<file path="src/pfdm_pkg.sv">
// Package for the pulse frequency and duty meter.
// Holds field widths, reset constants, and the command and status structs
// shared by the controller and the datapath. No dependencies.
`timescale 1ns / 1ps
`default_nettype none

package pfdm_pkg;

  localparam int unsigned FreqBits           = 27;
  localparam int unsigned DutyBits           = 7;
  localparam int unsigned ClockBits          = 27;
  localparam int unsigned CounterBitsDefault = 16;
  localparam int unsigned DutyScale          = 100;
  localparam logic [ClockBits-1:0] ClockResetHz = 27'd16000000;

  // The shared divider must hold both the clock dividend and high * 100.
  function automatic int unsigned div_bits(input int unsigned counter_bits);
    int unsigned duty_width;
    duty_width = counter_bits + DutyBits;
    div_bits = (duty_width > FreqBits) ? duty_width : FreqBits;
  endfunction

  typedef struct packed {
    logic accept;       // input request taken this cycle
    logic cap_rise;     // store the counter as the first rising edge time
    logic cap_fall;     // store the counter as the falling edge time
    logic cap_second;   // compute period and high time from the counter
    logic clr_cnt;      // restart the tick counter instead of advancing it
    logic set_invalid;  // load an out-of-range result
    logic load_freq;    // load the divider with the clock rate
    logic load_duty;    // load the divider with high time times 100
    logic div_step;     // one restoring division step
    logic save_freq;    // keep the quotient as the frequency
    logic save_duty;    // keep the quotient as the duty cycle
  } ctrl_cmd_t;

  typedef struct packed {
    logic rise;
    logic fall;
    logic order_ok;
  } dp_status_t;

endpackage

`default_nettype wire

</file>
<file path="src/pfdm_if.sv">
// Valid/ready channel interfaces for the pulse frequency and duty meter.
// Depends on pfdm_pkg for the field widths.
`timescale 1ns / 1ps
`default_nettype none

interface pfdm_in_if;
  logic valid;
  logic ready;
  logic signal_level;

  modport source (output valid, output signal_level, input ready);
  modport sink (input valid, input signal_level, output ready);
endinterface

interface pfdm_out_if;
  logic                            valid;
  logic                            ready;
  logic [pfdm_pkg::FreqBits-1:0]   frequency_hz;
  logic [pfdm_pkg::DutyBits-1:0]   duty_percent;
  logic                            out_of_range;

  modport source (output valid, output frequency_hz, output duty_percent,
                  output out_of_range, input ready);
  modport sink (input valid, input frequency_hz, input duty_percent,
                input out_of_range, output ready);
endinterface

`default_nettype wire

</file>
<file path="src/pulse_frequency_duty_meter.sv">
// Pulse frequency and duty meter. Each accepted input request is one sample
// of the pulse; a COUNTER_BITS tick counter times a rising edge, the next
// falling edge and the next rising edge, and one result request reports
// clock_hz / period and floor(high * 100 / period), or out_of_range when the
// captures are out of order because the counter wrapped. Samples that do
// not close a measurement can be taken back to back. After a sample that
// closes a valid measurement, the one bit-serial divider, D = max(27,
// COUNTER_BITS + 7) bits wide, computes the frequency and then the duty
// before the result is offered; for an invalid measurement the result is
// offered in the next cycle. No sample is taken while a result waits.
// Depends on pfdm_pkg, pfdm_if, pfdm_ctrl and pfdm_dp.
`timescale 1ns / 1ps
`default_nettype none

module pulse_frequency_duty_meter #(
  parameter int unsigned COUNTER_BITS = pfdm_pkg::CounterBitsDefault
) (
  input  wire logic                           clk_i,
  input  wire logic                           rst_ni,
  input  wire logic                           cfg_we_i,
  input  wire logic [pfdm_pkg::ClockBits-1:0] cfg_wdata_i,
  pfdm_in_if.sink                             in_i,
  pfdm_out_if.source                          out_o
);

  pfdm_pkg::ctrl_cmd_t  cmd;
  pfdm_pkg::dp_status_t status;
  logic                 in_ready;
  logic                 out_valid;

  pfdm_ctrl #(
    .COUNTER_BITS (COUNTER_BITS)
  ) u_ctrl (
    .clk_i       (clk_i),
    .rst_ni      (rst_ni),
    .in_valid_i  (in_i.valid),
    .in_ready_o  (in_ready),
    .out_valid_o (out_valid),
    .out_ready_i (out_o.ready),
    .status_i    (status),
    .cmd_o       (cmd)
  );

  pfdm_dp #(
    .COUNTER_BITS (COUNTER_BITS)
  ) u_dp (
    .clk_i       (clk_i),
    .rst_ni      (rst_ni),
    .cfg_we_i    (cfg_we_i),
    .cfg_wdata_i (cfg_wdata_i),
    .level_i     (in_i.signal_level),
    .cmd_i       (cmd),
    .status_o    (status),
    .freq_o      (out_o.frequency_hz),
    .duty_o      (out_o.duty_percent),
    .oor_o       (out_o.out_of_range)
  );

  assign in_i.ready  = in_ready;
  assign out_o.valid = out_valid;

endmodule

`default_nettype wire

</file>
<file path="src/pfdm_ctrl.sv">
// Controller of the pulse frequency and duty meter: measurement phases,
// divider sequencing and the result handshake. Depends on pfdm_pkg.
`timescale 1ns / 1ps
`default_nettype none

module pfdm_ctrl #(
  parameter int unsigned COUNTER_BITS = pfdm_pkg::CounterBitsDefault
) (
  input  wire logic                 clk_i,
  input  wire logic                 rst_ni,
  input  wire logic                 in_valid_i,
  output logic                      in_ready_o,
  output logic                      out_valid_o,
  input  wire logic                 out_ready_i,
  input  wire pfdm_pkg::dp_status_t status_i,
  output pfdm_pkg::ctrl_cmd_t       cmd_o
);

  localparam int unsigned DivBits  = pfdm_pkg::div_bits(COUNTER_BITS);
  localparam int unsigned StepBits = $clog2(DivBits + 1);
  localparam logic [StepBits-1:0] LastStep = StepBits'(DivBits);

  typedef enum logic [2:0] {
    ST_RISE1,
    ST_FALL,
    ST_RISE2,
    ST_FREQ,
    ST_DUTY,
    ST_OUT
  } state_e;

  state_e              state_q;
  logic [StepBits-1:0] step_q;
  logic                accept;
  logic                step_done;

  assign in_ready_o  = (state_q == ST_RISE1) || (state_q == ST_FALL) ||
                       (state_q == ST_RISE2);
  assign out_valid_o = (state_q == ST_OUT);
  assign accept      = in_valid_i && in_ready_o;
  assign step_done   = (step_q == LastStep);

  always_comb begin
    cmd_o        = '0;
    cmd_o.accept = accept;
    unique case (state_q)
      ST_RISE1: begin
        cmd_o.cap_rise = accept && status_i.rise;
      end
      ST_FALL: begin
        cmd_o.cap_fall = accept && status_i.fall;
      end
      ST_RISE2: begin
        if (accept && status_i.rise) begin
          cmd_o.cap_second  = 1'b1;
          cmd_o.clr_cnt     = 1'b1;
          cmd_o.load_freq   = status_i.order_ok;
          cmd_o.set_invalid = !status_i.order_ok;
        end
      end
      ST_FREQ: begin
        cmd_o.div_step  = !step_done;
        cmd_o.save_freq = step_done;
        cmd_o.load_duty = step_done;
      end
      ST_DUTY: begin
        cmd_o.div_step  = !step_done;
        cmd_o.save_duty = step_done;
      end
      ST_OUT: begin
      end
      default: begin
      end
    endcase
  end

  always_ff @(posedge clk_i or negedge rst_ni) begin
    if (!rst_ni) begin
      state_q <= ST_RISE1;
      step_q  <= '0;
    end else begin
      unique case (state_q)
        ST_RISE1: begin
          if (accept && status_i.rise) state_q <= ST_FALL;
        end
        ST_FALL: begin
          if (accept && status_i.fall) state_q <= ST_RISE2;
        end
        ST_RISE2: begin
          if (accept && status_i.rise) begin
            state_q <= status_i.order_ok ? ST_FREQ : ST_OUT;
            step_q  <= '0;
          end
        end
        ST_FREQ: begin
          if (step_done) begin
            state_q <= ST_DUTY;
            step_q  <= '0;
          end else begin
            step_q <= step_q + 1'b1;
          end
        end
        ST_DUTY: begin
          if (step_done) begin
            state_q <= ST_OUT;
          end else begin
            step_q <= step_q + 1'b1;
          end
        end
        ST_OUT: begin
          if (out_ready_i) state_q <= ST_RISE1;
        end
        default: begin
          state_q <= ST_RISE1;
        end
      endcase
    end
  end

  // Input is never taken while a result waits.
  a_no_overlap: assert property (@(posedge clk_i) disable iff (!rst_ni)
    !(in_ready_o && out_valid_o))
    else $error("input ready while a result is pending");

  a_step_range: assert property (@(posedge clk_i) disable iff (!rst_ni)
    step_q <= LastStep)
    else $error("divider step count out of range");

  // A result appears only after the duty division or an invalid capture.
  a_result_source: assert property (@(posedge clk_i) disable iff (!rst_ni)
    $rose(out_valid_o) |-> ($past(state_q) == ST_DUTY) || ($past(state_q) == ST_RISE2))
    else $error("result raised from an unexpected state");

  // Both loads of the divider are followed by stepping.
  a_load_steps: assert property (@(posedge clk_i) disable iff (!rst_ni)
    (cmd_o.load_freq || cmd_o.load_duty) |=> cmd_o.div_step)
    else $error("divider loaded but not stepped");

endmodule

`default_nettype wire

</file>
<file path="src/pfdm_dp.sv">
// Datapath of the pulse frequency and duty meter: edge detection, tick
// counter, capture registers, bit-serial divider and result registers.
// Depends on pfdm_pkg.
`timescale 1ns / 1ps
`default_nettype none

module pfdm_dp #(
  parameter int unsigned COUNTER_BITS = pfdm_pkg::CounterBitsDefault
) (
  input  wire logic                                  clk_i,
  input  wire logic                                  rst_ni,
  input  wire logic                                  cfg_we_i,
  input  wire logic [pfdm_pkg::ClockBits-1:0]        cfg_wdata_i,
  input  wire logic                                  level_i,
  input  wire pfdm_pkg::ctrl_cmd_t                   cmd_i,
  output pfdm_pkg::dp_status_t                       status_o,
  output logic [pfdm_pkg::FreqBits-1:0]              freq_o,
  output logic [pfdm_pkg::DutyBits-1:0]              duty_o,
  output logic                                       oor_o
);

  localparam int unsigned CB      = COUNTER_BITS;
  localparam int unsigned DivBits = pfdm_pkg::div_bits(COUNTER_BITS);
  localparam int unsigned ProdBits = CB + pfdm_pkg::DutyBits;

  logic [pfdm_pkg::ClockBits-1:0] clock_q;
  logic                           prev_q;
  logic [CB-1:0]                  cnt_q;
  logic [CB-1:0]                  rise_q;
  logic [CB-1:0]                  fall_q;
  logic [CB-1:0]                  per_q;
  logic [CB-1:0]                  high_q;
  logic [DivBits-1:0]             quo_q;
  logic [CB-1:0]                  rem_q;
  logic [pfdm_pkg::FreqBits-1:0]  freq_q;
  logic [pfdm_pkg::DutyBits-1:0]  duty_q;
  logic                           oor_q;

  logic [CB:0]        rem_sh;
  logic [CB:0]        diff;
  logic               fits;
  logic [ProdBits-1:0] duty_prod;

  assign status_o.rise     = !prev_q && level_i;
  assign status_o.fall     = prev_q && !level_i;
  assign status_o.order_ok = (fall_q > rise_q) && (fall_q < cnt_q);

  // Restoring division, one quotient bit per step.
  assign rem_sh = {rem_q, quo_q[DivBits-1]};
  assign diff   = rem_sh - {1'b0, per_q};
  assign fits   = (rem_sh >= {1'b0, per_q});

  assign duty_prod = ProdBits'(high_q) * ProdBits'(pfdm_pkg::DutyScale);

  always_ff @(posedge clk_i or negedge rst_ni) begin
    if (!rst_ni) begin
      clock_q <= pfdm_pkg::ClockResetHz;
      prev_q  <= 1'b1;
      cnt_q   <= '0;
    end else begin
      if (cfg_we_i) clock_q <= cfg_wdata_i;
      if (cmd_i.accept) begin
        prev_q <= level_i;
        cnt_q  <= cmd_i.clr_cnt ? '0 : cnt_q + 1'b1;
      end
    end
  end

  always_ff @(posedge clk_i) begin
    if (cmd_i.cap_rise) rise_q <= cnt_q;
    if (cmd_i.cap_fall) fall_q <= cnt_q;
    if (cmd_i.cap_second) begin
      per_q  <= cnt_q - rise_q;
      high_q <= fall_q - rise_q;
    end
    if (cmd_i.load_freq) begin
      quo_q <= DivBits'(clock_q);
      rem_q <= '0;
      oor_q <= 1'b0;
    end else if (cmd_i.load_duty) begin
      quo_q <= DivBits'(duty_prod);
      rem_q <= '0;
    end else if (cmd_i.div_step) begin
      quo_q <= {quo_q[DivBits-2:0], fits};
      rem_q <= fits ? diff[CB-1:0] : rem_sh[CB-1:0];
    end
    if (cmd_i.set_invalid) begin
      freq_q <= '0;
      duty_q <= '0;
      oor_q  <= 1'b1;
    end
    if (cmd_i.save_freq) freq_q <= quo_q[pfdm_pkg::FreqBits-1:0];
    if (cmd_i.save_duty) duty_q <= quo_q[pfdm_pkg::DutyBits-1:0];
  end

  assign freq_o = freq_q;
  assign duty_o = duty_q;
  assign oor_o  = oor_q;

endmodule

`default_nettype wire
</file>
<file path="src/flat_wrapper.sv">
// flat-port wrapper written by rule: the top's interface ports become plain ports
module pulse_frequency_duty_meter_flat 
#(
  parameter int unsigned COUNTER_BITS = pfdm_pkg::CounterBitsDefault
)
  (clk_i, rst_ni, cfg_we_i, cfg_wdata_i, in_i_valid, in_i_signal_level, in_i_ready, out_o_valid, out_o_frequency_hz, out_o_duty_percent, out_o_out_of_range, out_o_ready);
  pfdm_in_if in_i_i ();
  pfdm_out_if out_o_i ();
  input  wire logic clk_i;
  input  wire logic rst_ni;
  input  wire logic cfg_we_i;
  input  wire logic [pfdm_pkg::ClockBits-1:0] cfg_wdata_i;
  input wire logic [$bits(in_i_i.valid)-1:0] in_i_valid;
  input wire logic [$bits(in_i_i.signal_level)-1:0] in_i_signal_level;
  output wire logic [$bits(in_i_i.ready)-1:0] in_i_ready;
  output wire logic [$bits(out_o_i.valid)-1:0] out_o_valid;
  output wire logic [$bits(out_o_i.frequency_hz)-1:0] out_o_frequency_hz;
  output wire logic [$bits(out_o_i.duty_percent)-1:0] out_o_duty_percent;
  output wire logic [$bits(out_o_i.out_of_range)-1:0] out_o_out_of_range;
  input wire logic [$bits(out_o_i.ready)-1:0] out_o_ready;
  assign in_i_i.valid = in_i_valid;
  assign in_i_i.signal_level = in_i_signal_level;
  assign in_i_ready = in_i_i.ready;
  assign out_o_valid = out_o_i.valid;
  assign out_o_frequency_hz = out_o_i.frequency_hz;
  assign out_o_duty_percent = out_o_i.duty_percent;
  assign out_o_out_of_range = out_o_i.out_of_range;
  assign out_o_i.ready = out_o_ready;
  pulse_frequency_duty_meter #(.COUNTER_BITS(COUNTER_BITS)) u_core (.clk_i(clk_i), .rst_ni(rst_ni), .cfg_we_i(cfg_we_i), .cfg_wdata_i(cfg_wdata_i), .in_i(in_i_i), .out_o(out_o_i));
endmodule
</file>
<file path="config.mk">
export PLATFORM = sky130hd
export DESIGN_NAME = pulse_frequency_duty_meter_flat
export DESIGN_NICKNAME = d
export VERILOG_FILES = /design/src/pfdm_pkg.sv /design/src/pfdm_if.sv /design/src/pulse_frequency_duty_meter.sv /design/src/pfdm_ctrl.sv /design/src/pfdm_dp.sv /design/src/flat_wrapper.sv
export SDC_FILE = /design/constraint.sdc
export NUM_CORES = 1
export LEC_CHECK = 0
export BUFFER_PORTS_ARGS = -buffer_cell sky130_fd_sc_hd__buf_4
export CAP_MARGIN = 30
export CORE_ASPECT_RATIO = 0.75
export CORE_MARGIN = 2
export CORE_UTILIZATION = 55
export DETAILED_ROUTE_END_ITERATION = 8
export PLACE_DENSITY = 0.73
export SLEW_MARGIN = 20
export SYNTH_ARGS = -nofsm -noshare
export SYNTH_HDL_FRONTEND = slang
export SYNTH_SLANG_ARGS = --single-unit
</file>
<file path="constraint.sdc">
create_clock -name clk_i -period 6.15 [get_ports clk_i]
set_clock_uncertainty 0.05 [all_clocks]
set_input_delay 0.615 -clock clk_i [delete_from_list [all_inputs] [get_ports clk_i]]
set_output_delay 0.615 -clock clk_i [all_outputs]
set_load 0.01 [all_outputs]
</file>
==> results of run 1 <==
## cells by family after synthesis
| group | count (synthesis) | share of synthesized area |
|---|---|---|
| buffers and inverters | 140 | 0.04761 |
| xor gates and xnor gates | 62 | 0.04602 |
| DFF | 194 | 0.4581 |
| AOI/OAI and AO/OA | 220 | 0.1241 |
| adders and majority gates | 130 | 0.1468 |
| and+or+nand+nor | 282 | 0.1197 |
| muxes | 59 | 0.05779 |
## cell type report
class	instances	area, sq um
Inverter	113	424.2
Multi-Input combinational cell	753	5858
Fill cell	1693	7866
Clock buffer	18	450.4
Clock inverter	14	168.9
Tap cell	288	360.3
Timing Repair Buffer	78	589.3
Sequential cell	194	5405
## per-stage QoR
| step | cell area [sq um] | hold slack (ns) | std cells | power [uW] |
|---|---|---|---|---|
| floorplan | 11800 | 0.2694 | 1087 | 3238 |
| global placement | 12630 | 0.4093 | 1425 | 3613 |
| detailed placement | 12630 | 0.4160 | 1425 | 3668 |
| CTS | 13250 | 0.2077 | 1457 | 4842 |
| global route | 13260 | 0.2385 | 1458 | 5146 |
| finish | 13260 | 0.1743 | 1458 | 4833 |
## placed cells by master, fill, tap and decap left out, types with 8 or more instances in the layout
cell type  netlist  routed
fa_1            14      14
dfrtp_1         44      44
dfstp_2          8       8
o21a_1          13      13
nor2_1          75      75
buf_4            2      77
inv_1          111     111
dfxtp_1         17      17
edfxtp_1       125     125
a21oi_1         56      56
nand3_1         20      19
xor2_1          21      21
o211ai_1        10      10
nor3_1          17      16
o22ai_1          9       9
o21ai_0         53      52
a21o_1          14      14
nor2b_1         14      14
and2_1          37      37
a211oi_1         9       9
ha_1           116     116
clkbuf_16        0      18
nand2_1         67      67
mux2_4          10      10
xnor2_1         41      41
mux2i_1         16      16
mux2_2          33      33
## power by group through the flow
| stage | registers, uW | logic, uW | clock network (uW) |
|---|---|---|---|
| final | 1880 | 1790 | 1160 |
| after global routing | 1910 | 2000 | 1230 |
| after global placement | 1900 | 1710 | 0 |
| after floorplan | 1830 | 1400 | 0 |
| after detailed placement | 1900 | 1760 | 0 |
| after CTS | 1880 | 1780 | 1180 |
## sequential cells by signal, indices dropped and copies added, names as in the netlist, 7 cells and up
| signal | cells |
|---|---|
| u_core.u_dp.fall_q | 16 |
| u_core.u_dp.quo_q | 27 |
| u_core.u_dp.rem_q | 16 |
| u_core.u_dp.clock_q | 27 |
| u_core.u_dp.freq_o | 27 |
| u_core.u_dp.per_q | 16 |
| u_core.u_dp.cnt_q | 16 |
| u_core.u_dp.high_q | 16 |
| u_core.u_dp.duty_o | 7 |
| u_core.u_dp.rise_q | 16 |
## path summary, 6_finish.rpt
check                                                to  slack, ns  cells past startpoint
worst min-delay path            u_core.u_dp.clock_q[11]       0.17                      1
worst max-delay path              u_core.u_dp.quo_q[22]       2.17                     14
min in group clk_i                   u_core.u_dp.prev_q       0.31                      3
max in group asynchronous        u_core.u_dp.clock_q[9]       5.35                      1
worst min register to register       u_core.u_dp.prev_q       0.42                      2
worst max register to register    u_core.u_dp.quo_q[22]       2.17                     14
## routing by layer
metal / GRT usage / part of all wire
met1: 0.3379 / 0.52
met2: 0.3409 / 0.43
met3: 0.04022 / 0.041
met4: 0.05135 / 0.0087
met5: 0 / 0
==> out/metrics.yaml, run 1 <==
syn2layout_area_growth_pct: 12.34
clock_latency_ns: 0.45
ys_ff_latch: 194
place_ws_ns: 2.171
tritoncts: "built"
cts-buffers-inserted: 17
netlist_area_sq_mm: 0.01180
place.gp.congestion: 0.8664
ys_top_cells_by_area: "edfxtp_1 32%, ha_1 12%, dfrtp_1 9.3%"
die_y_um: 130.9
post-route-util: 0.6276
clk_pin_slew_ns: 0.07
cts_setup_buffers: 0
synth_nets: 1250
crit_type: "flop to flop"
worst_pin_slew_ns: 0.8654
max_cap_viol_count: 0
final_nets: 1320
grt-ovfl-total: 0
final_max_slew_viol_count: 0
clock-sinks: 194
core_area_sq_mm: 0.02112
hold_path_class: "input port to asynchronous set/reset pin"
crit_chain: "ha_1 -> ha_1 -> inv_1 -> fa_1 -> inv_1 -> ha_1 -> o21ai_0 -> nor2_1 -> o21ai_0 -> o21a_1 -> o21ai_0 -> mux2i_1 -> o21ai_0 -> mux2_2"
antenna_found_initial: 0
synthTopCellsByCount: "125 x edfxtp_1, 116 x ha_1, 111 x inv_1"
outcome: "completed"
setup_ws_ns: 2.173
maxSlewHeadroom: 0.4224
startpoint_type: "flop"
setup_tns_ns: 0
place_hpwl_mm: 17.97
grt_pass1_vias: 7645
die_w_um: 173.1
grt_setup_unrepaired: "no"
synth-async-reset-ratio: 0.2680
pwr-share-clk: 0.241
cp-end-kind: "flop"
peakVddDrop_mv: 0.2353
postRouteAntennaNets: 0
cts_hold_buffers: 0
fmax_mhz: 251.5
ys_warn_count: 0
critPathRequiredTime_ns: 6.30
worstReg2RegStart: "u_core.u_dp.high_q[3]"
syn_area_per_cell_sq_um: 10.86
path_max_fanout: 5
cpMostUsedCell: "o21ai_0"
ios: 70
dr.pass1.iters: 5
viasPerCell: 5.531
power.switching_uw: 1720
arrival_ns: 4.13
clockBufferDepth: 2
cts_resized: 0
routedWlPerCell_um: 16.83
slowest_stage: "fa_1"
power_density_mw_per_mm2: 364.6
leakagePower_uw: 0.005857
power.internal_uw: 3113
min_period_ns: 3.977
synth_cells: 1087
cp.buffers_inverters: 2
synth.most_common_cell: "edfxtp_1"
grt_start_max_net_pins: 53
cp_top_family: "adder cells"
drive_above_1_share: 0.1632
die_area_sq_mm: 0.02265
slowest_delay_ns: 0.49
hold_viol: 0
grt_pass1_wl_mm: 40.11
port_buffers: 69
synth_top_area_frac: 0.3181
ys.flop_type: "edfxtp_1"
cp-startpoint: "u_core.u_dp.high_q[3]"
htreeDepth: 4
track_usage: 0.2248
pwr-share-comb: 0.369
seq_power_share: 0.390
cts-root-buf: "clkbuf_16"
power_switching_share: 0.3560
drc: 0
start_util: 0.5586
num_vias: 8064
antenna_cells: 0
std_cell_rows: 46
synth-edff-count: 125
dr.first_iter.drc_count: 565
post-synth-top-area-cell: "edfxtp_1"
wl_mm: 24.53
yosysUniqueCellTypes: 76
synth-seq-area-share: 0.4581
period_share: 0.6466
finalSetupViolCount: 0
Note: power is estimated with default switching activity, not from simulation.
==> run 2, diff against run 1 <==
--- a/config.mk
+++ b/config.mk
@@ -11,7 +11,7 @@
 export CORE_MARGIN = 2
 export CORE_UTILIZATION = 55
 export DETAILED_ROUTE_END_ITERATION = 8
-export PLACE_DENSITY = 0.73
+export PLACE_DENSITY = 0.76
 export SLEW_MARGIN = 20
 export SYNTH_ARGS = -nofsm -noshare
 export SYNTH_HDL_FRONTEND = slang
==> constraint.sdc (replaced) <==
create_clock -name clk_i -period 3.32 [get_ports clk_i]
set_clock_uncertainty 0.05 [all_clocks]
set_input_delay 0.332 -clock clk_i [delete_from_list [all_inputs] [get_ports clk_i]]
set_output_delay 0.332 -clock clk_i [all_outputs]
set_load 0.01 [all_outputs]
==> run 2 against run 1 <==
The flow now finishes with violations (setup timing). Final area rose by 3.9%. Via count rose by 6.0%. Critical path depth stayed put. Largest power group is now combinational logic. Highest routed layer unchanged.
==> out/metrics.yaml, run 2 (same netlist as run 1, synthesis figures left out) <==
hold_path_class: "input port to flop"  # was input port to asynchronous set/reset pin
power.switching_uw: 3238  # was 1720 uW
fmax_mhz: 272.1  # was 251.5 MHz
clk_pin_slew_ns: 0.07  # about the same
drc: 0  # unchanged
layout.cells.most_common: "edfxtp_1"  # unchanged
leakagePower_uw: 0.006115  # was 0.005857 uW
period_share: 1.107  # was 0.6466
startpoint_type: "flop"  # unchanged
crit_type: "flop to flop"  # unchanged
viasPerCell: 5.664  # was 5.531
cpMostUsedCell: "ha_1"  # was o21ai_0
die_area_sq_mm: 0.02265  # unchanged
core_area_sq_mm: 0.02112  # unchanged
grt_setup_unrepaired: "yes"  # was no
crit_chain: "ha_1 -> ha_1 -> inv_1 -> fa_1 -> inv_1 -> ha_1 -> a21oi_1 -> o21ai_2 -> a21oi_1 -> o21a_1 -> buf_4 -> xor2_1 -> o21ai_0 -> mux2_2"  # was ha_1 -> ha_1 -> inv_1 -> fa_1 -> inv_1 -> ha_1 -> o21ai_0 -> nor2_1 -> o21ai_0 -> o21a_1 -> o21ai_0 -> mux2i_1 -> o21ai_0 -> mux2_2
ios: 70  # unchanged
postRouteAntennaNets: 0  # unchanged
cp.buffers_inverters: 3  # was 2
tritoncts: "built"  # unchanged
clock_latency_ns: 0.45  # about the same
arrival_ns: 3.82  # was 4.13 ns
hold_ws_ns: 0.05358  # was 0.1743 ns
power_switching_share: 0.3560  # about the same
port_buffers: 69  # unchanged
track_usage: 0.2423  # was 0.2248
htreeDepth: 4  # unchanged
place_hpwl_mm: 19.37  # was 17.97 mm
min_period_ns: 3.675  # was 3.977 ns
slowest_delay_ns: 0.49  # about the same
cts-root-buf: "clkbuf_16"  # unchanged
grt_pass1_vias: 8255  # was 7645
grt_pass1_wl_mm: 42.80  # was 40.11 mm
clock-sinks: 194  # unchanged
grt-ovfl-total: 0  # unchanged
slowest_stage: "fa_1"  # unchanged
hold_viol: 0  # unchanged
dr.pass1.iters: 5  # unchanged
routedWlPerCell_um: 17.72  # was 16.83 um
cp_top_family: "adder cells"  # unchanged
antenna_cells: 0  # unchanged
final_max_slew_viol_count: 0  # unchanged
cp-end-kind: "flop"  # unchanged
wl_mm: 26.73  # was 24.53 mm
dr.first_iter.drc_count: 724  # was 565
place.gp.congestion: 0.8909  # was 0.8664
final_cell_mix: "125 x edfxtp_1, 124 x buf_4, 111 x ha_1"  # was 125 x edfxtp_1, 116 x ha_1, 111 x inv_1
seq_power_share: 0.382  # was 0.390
max_cap_viol_count: 0  # unchanged
fill_cells: 1646  # was 1693
setup_ws_ns: -0.3551  # was 2.173 ns
start_util: 0.5586  # unchanged
die_w_um: 173.1  # unchanged
finalPower_uw: 9095  # was 4833 uW
pwr-share-clk: 0.230  # was 0.241
antenna_found_initial: 1  # was 0
power_density_mw_per_mm2: 660.6  # was 364.6 mW/mm^2
cts-buffers-inserted: 17  # unchanged
violations: "setup timing"
die_y_um: 130.9  # unchanged
finalSetupViolCount: 11  # was 0
worst_pin_slew_ns: 0.8722  # was 0.8654 ns
maxSlewHeadroom: 0.4164  # was 0.4224
num_vias: 8547  # was 8064
drive_above_1_share: 0.2146  # was 0.1632
std_cell_rows: 46  # unchanged
peakVddDrop_mv: 0.4061  # was 0.2353 mV
power.internal_uw: 5857  # was 3113 uW
syn2layout_area_growth_pct: 16.68  # was 12.34%
path_max_fanout: 3  # was 5
clockBufferDepth: 2  # unchanged
outcome: "finished with violations"  # was completed
pwr-share-comb: 0.387  # was 0.369
critPathRequiredTime_ns: 3.46  # was 6.30 ns
grt_start_max_net_pins: 53  # unchanged
final_nets: 1371  # was 1320
==> run 2: layer usage <==
| layer | vias up | global-route usage | part of all wire |
|---|---|---|---|
| met3 | 24 | 0.05584 | 0.065 |
| li1 | 4115 | - | - |
| met1 | 4165 | 0.3625 | 0.50 |
| met2 | 243 | 0.3593 | 0.43 |
| met4 | 0 | 0.05484 | 0.0086 |
| met5 | - | 0 | 0 |
==> run 2: power by group through the flow <==
stage	Sequential, uW	Combinational (uW)	Clock, uW
after floorplan	3400	2620	0
after global placement	3500	3320	0
after detailed placement	3520	3420	0
after CTS	3470	3490	2110
after global routing	3530	3910	2210
final	3480	3520	2100
==> run 2: what timing repair did <==
| item | 4_1_cts | 5_1_grt |
|---|---|---|
| setup buffers | 3 | 1 |
| pin swaps | 7 | 4 |
| hold buffers | 1 | 0 |
| setup endpoints to repair | 11 | 12 |
| endpoints found under the hold margin | 44 | 0 |
| gates resized for setup | 16 | 11 |
==> run 2: final cells by class <==
cell class	count	area, sq um	share of cell area
clock buffer	19	432.9	0.03144
tap	288	360.3	0.02617
clock inverter	13	151.4	0.01100
timing repair buffer	129	1012	0.07352
multi-input combinational	753	5982	0.4345
sequential	194	5405	0.3926
inverter	113	424.2	0.03081
==> run 2: path summary, 6_finish.rpt <==
check / start / end / slack [ns] / cells after the start
max reg2reg: u_core.u_dp.high_q[10] / u_core.u_dp.quo_q[18] / -0.36 / 14
max: u_core.u_dp.high_q[10] / u_core.u_dp.quo_q[18] / -0.36 / 14
max in group asynchronous: rst_ni / u_core.u_dp.cnt_q[11] / 2.26 / 2
min: in_i_signal_level / u_core.u_dp.prev_q / 0.05 / 3
min in group asynchronous: rst_ni / u_core.u_ctrl.step_q[4] / 0.46 / 2
min reg2reg: u_core.u_dp.oor_o / u_core.u_dp.oor_o / 0.43 / 1
==> run 2: stage by stage <==
stage	util	std cells	setup slack [ns]	TNS, ns	instance area, sq um
4_1_cts	0.6499	1508	-0.3441	-2.398	13730
6_report	0.6518	1509	-0.3551	-2.627	13770
3_5_place_dp	0.6182	1472	-0.3400	-2.604	13060
3_3_place_gp	0.6182	1472	-0.2320	-1.522	13060
2_1_floorplan	-	1087	-0.1278	-0.1392	11850
5_1_grt	0.6518	1509	-0.5012	-4.164	13770
==> run 2: worst reg2reg max path, cell delays in order (launching register included) <==
cell and delay, ns:
edfxtp_1 0.48, ha_1 0.34, ha_1 0.28, inv_1 0.05
fa_1 0.49, inv_1 0.04, ha_1 0.34, a21oi_1 0.19
o21ai_2 0.10, a21oi_1 0.15, o21a_1 0.21, buf_4 0.13
xor2_1 0.16, o21ai_0 0.11, mux2_2 0.29
==> run 3, diff against run 2 <==
--- a/config.mk
+++ b/config.mk
@@ -11,7 +11,8 @@
 export CORE_MARGIN = 2
 export CORE_UTILIZATION = 55
 export DETAILED_ROUTE_END_ITERATION = 8
-export PLACE_DENSITY = 0.76
+export PLACE_DENSITY = 0.73
+export REMOVE_ABC_BUFFERS = 1
 export SLEW_MARGIN = 20
 export SYNTH_ARGS = -nofsm -noshare
 export SYNTH_HDL_FRONTEND = slang
==> constraint.sdc (replaced) <==
create_clock -name clk_i -period 3.54 [get_ports clk_i]
set_clock_uncertainty 0.05 [all_clocks]
set_input_delay 0.354 -clock clk_i [delete_from_list [all_inputs] [get_ports clk_i]]
set_output_delay 0.354 -clock clk_i [all_outputs]
set_load 0.01 [all_outputs]
==> run 3 against run 2 <==
The run still ends with setup timing left. Critical path depth shrank 1. Clock power shrank 5%. Utilization grew 0.18 points. Wire length shrank 9.0%. Register-to-register slack gained 0.18 ns. Maximum frequency shrank 0.98%. Non-clock buffer count grew 2. First-iteration DRC count shrank 22%. Die area is the same. Via count shrank 3.1%. Sequential power shrank 6.0%. Critical path type unchanged. Largest cell class unchanged.
==> out/metrics.yaml, run 3 (same netlist as run 1, synthesis figures left out) <==
path_max_fanout: 3  # unchanged
worst_pin_slew_ns: 0.9643  # was 0.8722 ns
cp-end-kind: "flop"  # unchanged
hold_viol: 0  # unchanged
fmax_mhz: 269.4  # was 272.1 MHz
finalSetupViolCount: 10  # was 11
drc: 0  # unchanged
setup_ws_ns: -0.1713  # was -0.3551 ns
critPathRequiredTime_ns: 3.68  # was 3.46 ns
cts-root-buf: "clkbuf_16"  # unchanged
wl_mm: 24.33  # was 26.73 mm
cts-buffers-inserted: 17  # unchanged
min_period_ns: 3.711  # was 3.675 ns
leakagePower_uw: 0.006128  # was 0.006115 uW
placed_cells: 1468  # was 1472
grt_pass1_vias: 7859  # was 8255
highest_layer: "met4"  # unchanged
dr.first_iter.drc_count: 566  # was 724
post-route-util: 0.6536  # was 0.6518
postRouteAntennaNets: 0  # unchanged
max_cap_viol_count: 0  # unchanged
setup_tns_ns: -0.8952  # was -2.627 ns
htreeDepth: 4  # unchanged
clk_pin_slew_ns: 0.07  # about the same
hold_path_class: "input port to flop"  # unchanged
violations: "setup timing"  # unchanged
clock_latency_ns: 0.44  # was 0.45 ns
final_max_slew_viol_count: 0  # unchanged
power_density_mw_per_mm2: 614.6  # was 660.6 mW/mm^2
outcome: "finished with violations"  # unchanged
routedWlPerCell_um: 16.10  # was 17.72 um
maxSlewHeadroom: 0.3522  # was 0.4164
antenna_cells: 0  # unchanged
fin_area_sq_mm: 0.01381  # was 0.01377 sq mm
clock-sinks: 194  # unchanged
ios: 70  # unchanged
tritoncts: "built"  # unchanged
dr_wl_met3_um: 970  # was 1.729 mm
arrival_ns: 3.85  # was 3.82 ns
start_util: 0.5586  # unchanged
die_w_um: 173.1  # unchanged
track_usage: 0.2217  # was 0.2423
grt_setup_unrepaired: "yes"  # unchanged
hold_ws_ns: 0.09230  # was 0.05358 ns
drive_above_1_share: 0.2118  # was 0.2146
cpMostUsedCell: "nor2_1"  # was ha_1
period_share: 1.048  # was 1.107
place_hpwl_mm: 17.35  # was 19.37 mm
antenna_found_initial: 0  # was 1
viasPerCell: 5.478  # was 5.664
crit_type: "flop to flop"  # unchanged
std_cell_rows: 46  # unchanged
crit_chain: "ha_1 -> ha_4 -> fa_1 -> ha_2 -> a211oi_1 -> nor2_1 -> o21ai_2 -> buf_4 -> o21a_1 -> nor2_1 -> nor4_2 -> o31ai_1 -> mux2_2"  # was ha_1 -> ha_1 -> inv_1 -> fa_1 -> inv_1 -> ha_1 -> a21oi_1 -> o21ai_2 -> a21oi_1 -> o21a_1 -> buf_4 -> xor2_1 -> o21ai_0 -> mux2_2
final_nets: 1373  # was 1371
grt_pass1_wl_mm: 40.02  # was 42.80 mm
slowest_stage: "fa_1"  # unchanged
dr_wl_met2_mm: 10.27  # was 11.41 mm
syn2layout_area_growth_pct: 17.00  # was 16.68%
fin_cells: 1511  # was 1509
clockBufferDepth: 2  # unchanged
place.gp.congestion: 0.8325  # was 0.8909
peakVddDrop_mv: 0.4068  # was 0.4061 mV
slowest_delay_ns: 0.52  # was 0.49 ns
num_vias: 8278  # was 8547
r2r_setup_slack_ns: -0.17  # was -0.36 ns
startpoint_type: "flop"  # unchanged
port_buffers: 69  # unchanged
wl_met1_mm: 12.83  # was 13.37 mm
grt-ovfl-total: 0  # unchanged
final_cell_mix: "125 x buf_4, 125 x edfxtp_1, 110 x ha_1"  # was 125 x edfxtp_1, 124 x buf_4, 111 x ha_1
die_y_um: 130.9  # unchanged
core_area_sq_mm: 0.02112  # unchanged
die_area_sq_mm: 0.02265  # unchanged
dr.pass1.iters: 6  # was 5
placed_cell_area_sq_mm: 0.01296  # was 0.01306 sq mm
grt_start_max_net_pins: 53  # unchanged
## run 3: power breakdown
| part | total, uW | internal, uW | switching (uW) |
|---|---|---|---|
| combinational | 3230 | 1490 | 1740 |
| sequential | 3270 | 2940 | 332 |
| clock | 1990 | 1120 | 868 |
## run 3: routing by layer
metal,track usage,up-vias
met5,0,-
met4,0.05533,0
met3,0.04138,21
met2,0.3311,162
met1,0.3340,3975
li1,-,4120
## run 3: final timing paths
check	startpoint	to	cells past startpoint
worst min-delay path	cfg_wdata_i[14]	u_core.u_dp.clock_q[14]	2
min in group asynchronous	rst_ni	u_core.u_dp.clock_q[14]	2
worst max-delay path	u_core.u_dp.high_q[3]	u_core.u_dp.quo_q[20]	13
worst max register to register	u_core.u_dp.high_q[3]	u_core.u_dp.quo_q[20]	13
worst min register to register	u_core.u_dp.rem_q[7]	u_core.u_dp.rem_q[7]	2
max in group asynchronous	rst_ni	u_core.u_dp.clock_q[0]	2
## run 3: worst max-delay path: cells and delay by family (launching register included)
family                   cells  cell delay, ns
AND/OR/NAND/NOR              3            0.43
buffers and inverters        1            0.14
multiplexers                 1            0.28
adder cells (fa/ha/maj)      4            1.43
flip-flops                   1            0.47
AO/OA/AOI/OAI                4            0.65
## run 3: what timing repair did
item,CTS,global route
gates resized for setup,20,16
cloned,0,0
hold buffers,1,0
setup buffers,4,5
endpoints found under the setup margin,10,11
pin swaps,13,23
hold endpoints to repair,44,0
## run 3: cell type report
cell class,instances,area (sq um)
fillers,1617,7317
multi-input cells,753,6006
flip-flops and latches,194,5405
repair buffers,131,1013
clock buffers,23,479.2
inverters,113,424.2
well taps,288,360.3
clock inverters,9,117.6
## run 3: metrics by stage
| stage | setup slack, ns | total power, uW |
|---|---|---|
| floorplan | -0.7726 | 5586 |
| global placement | -0.1467 | 6323 |
| detailed placement | -0.3111 | 6417 |
| CTS | -0.2536 | 8460 |
| global route | -0.3043 | 9065 |
| finish | -0.1713 | 8485 |
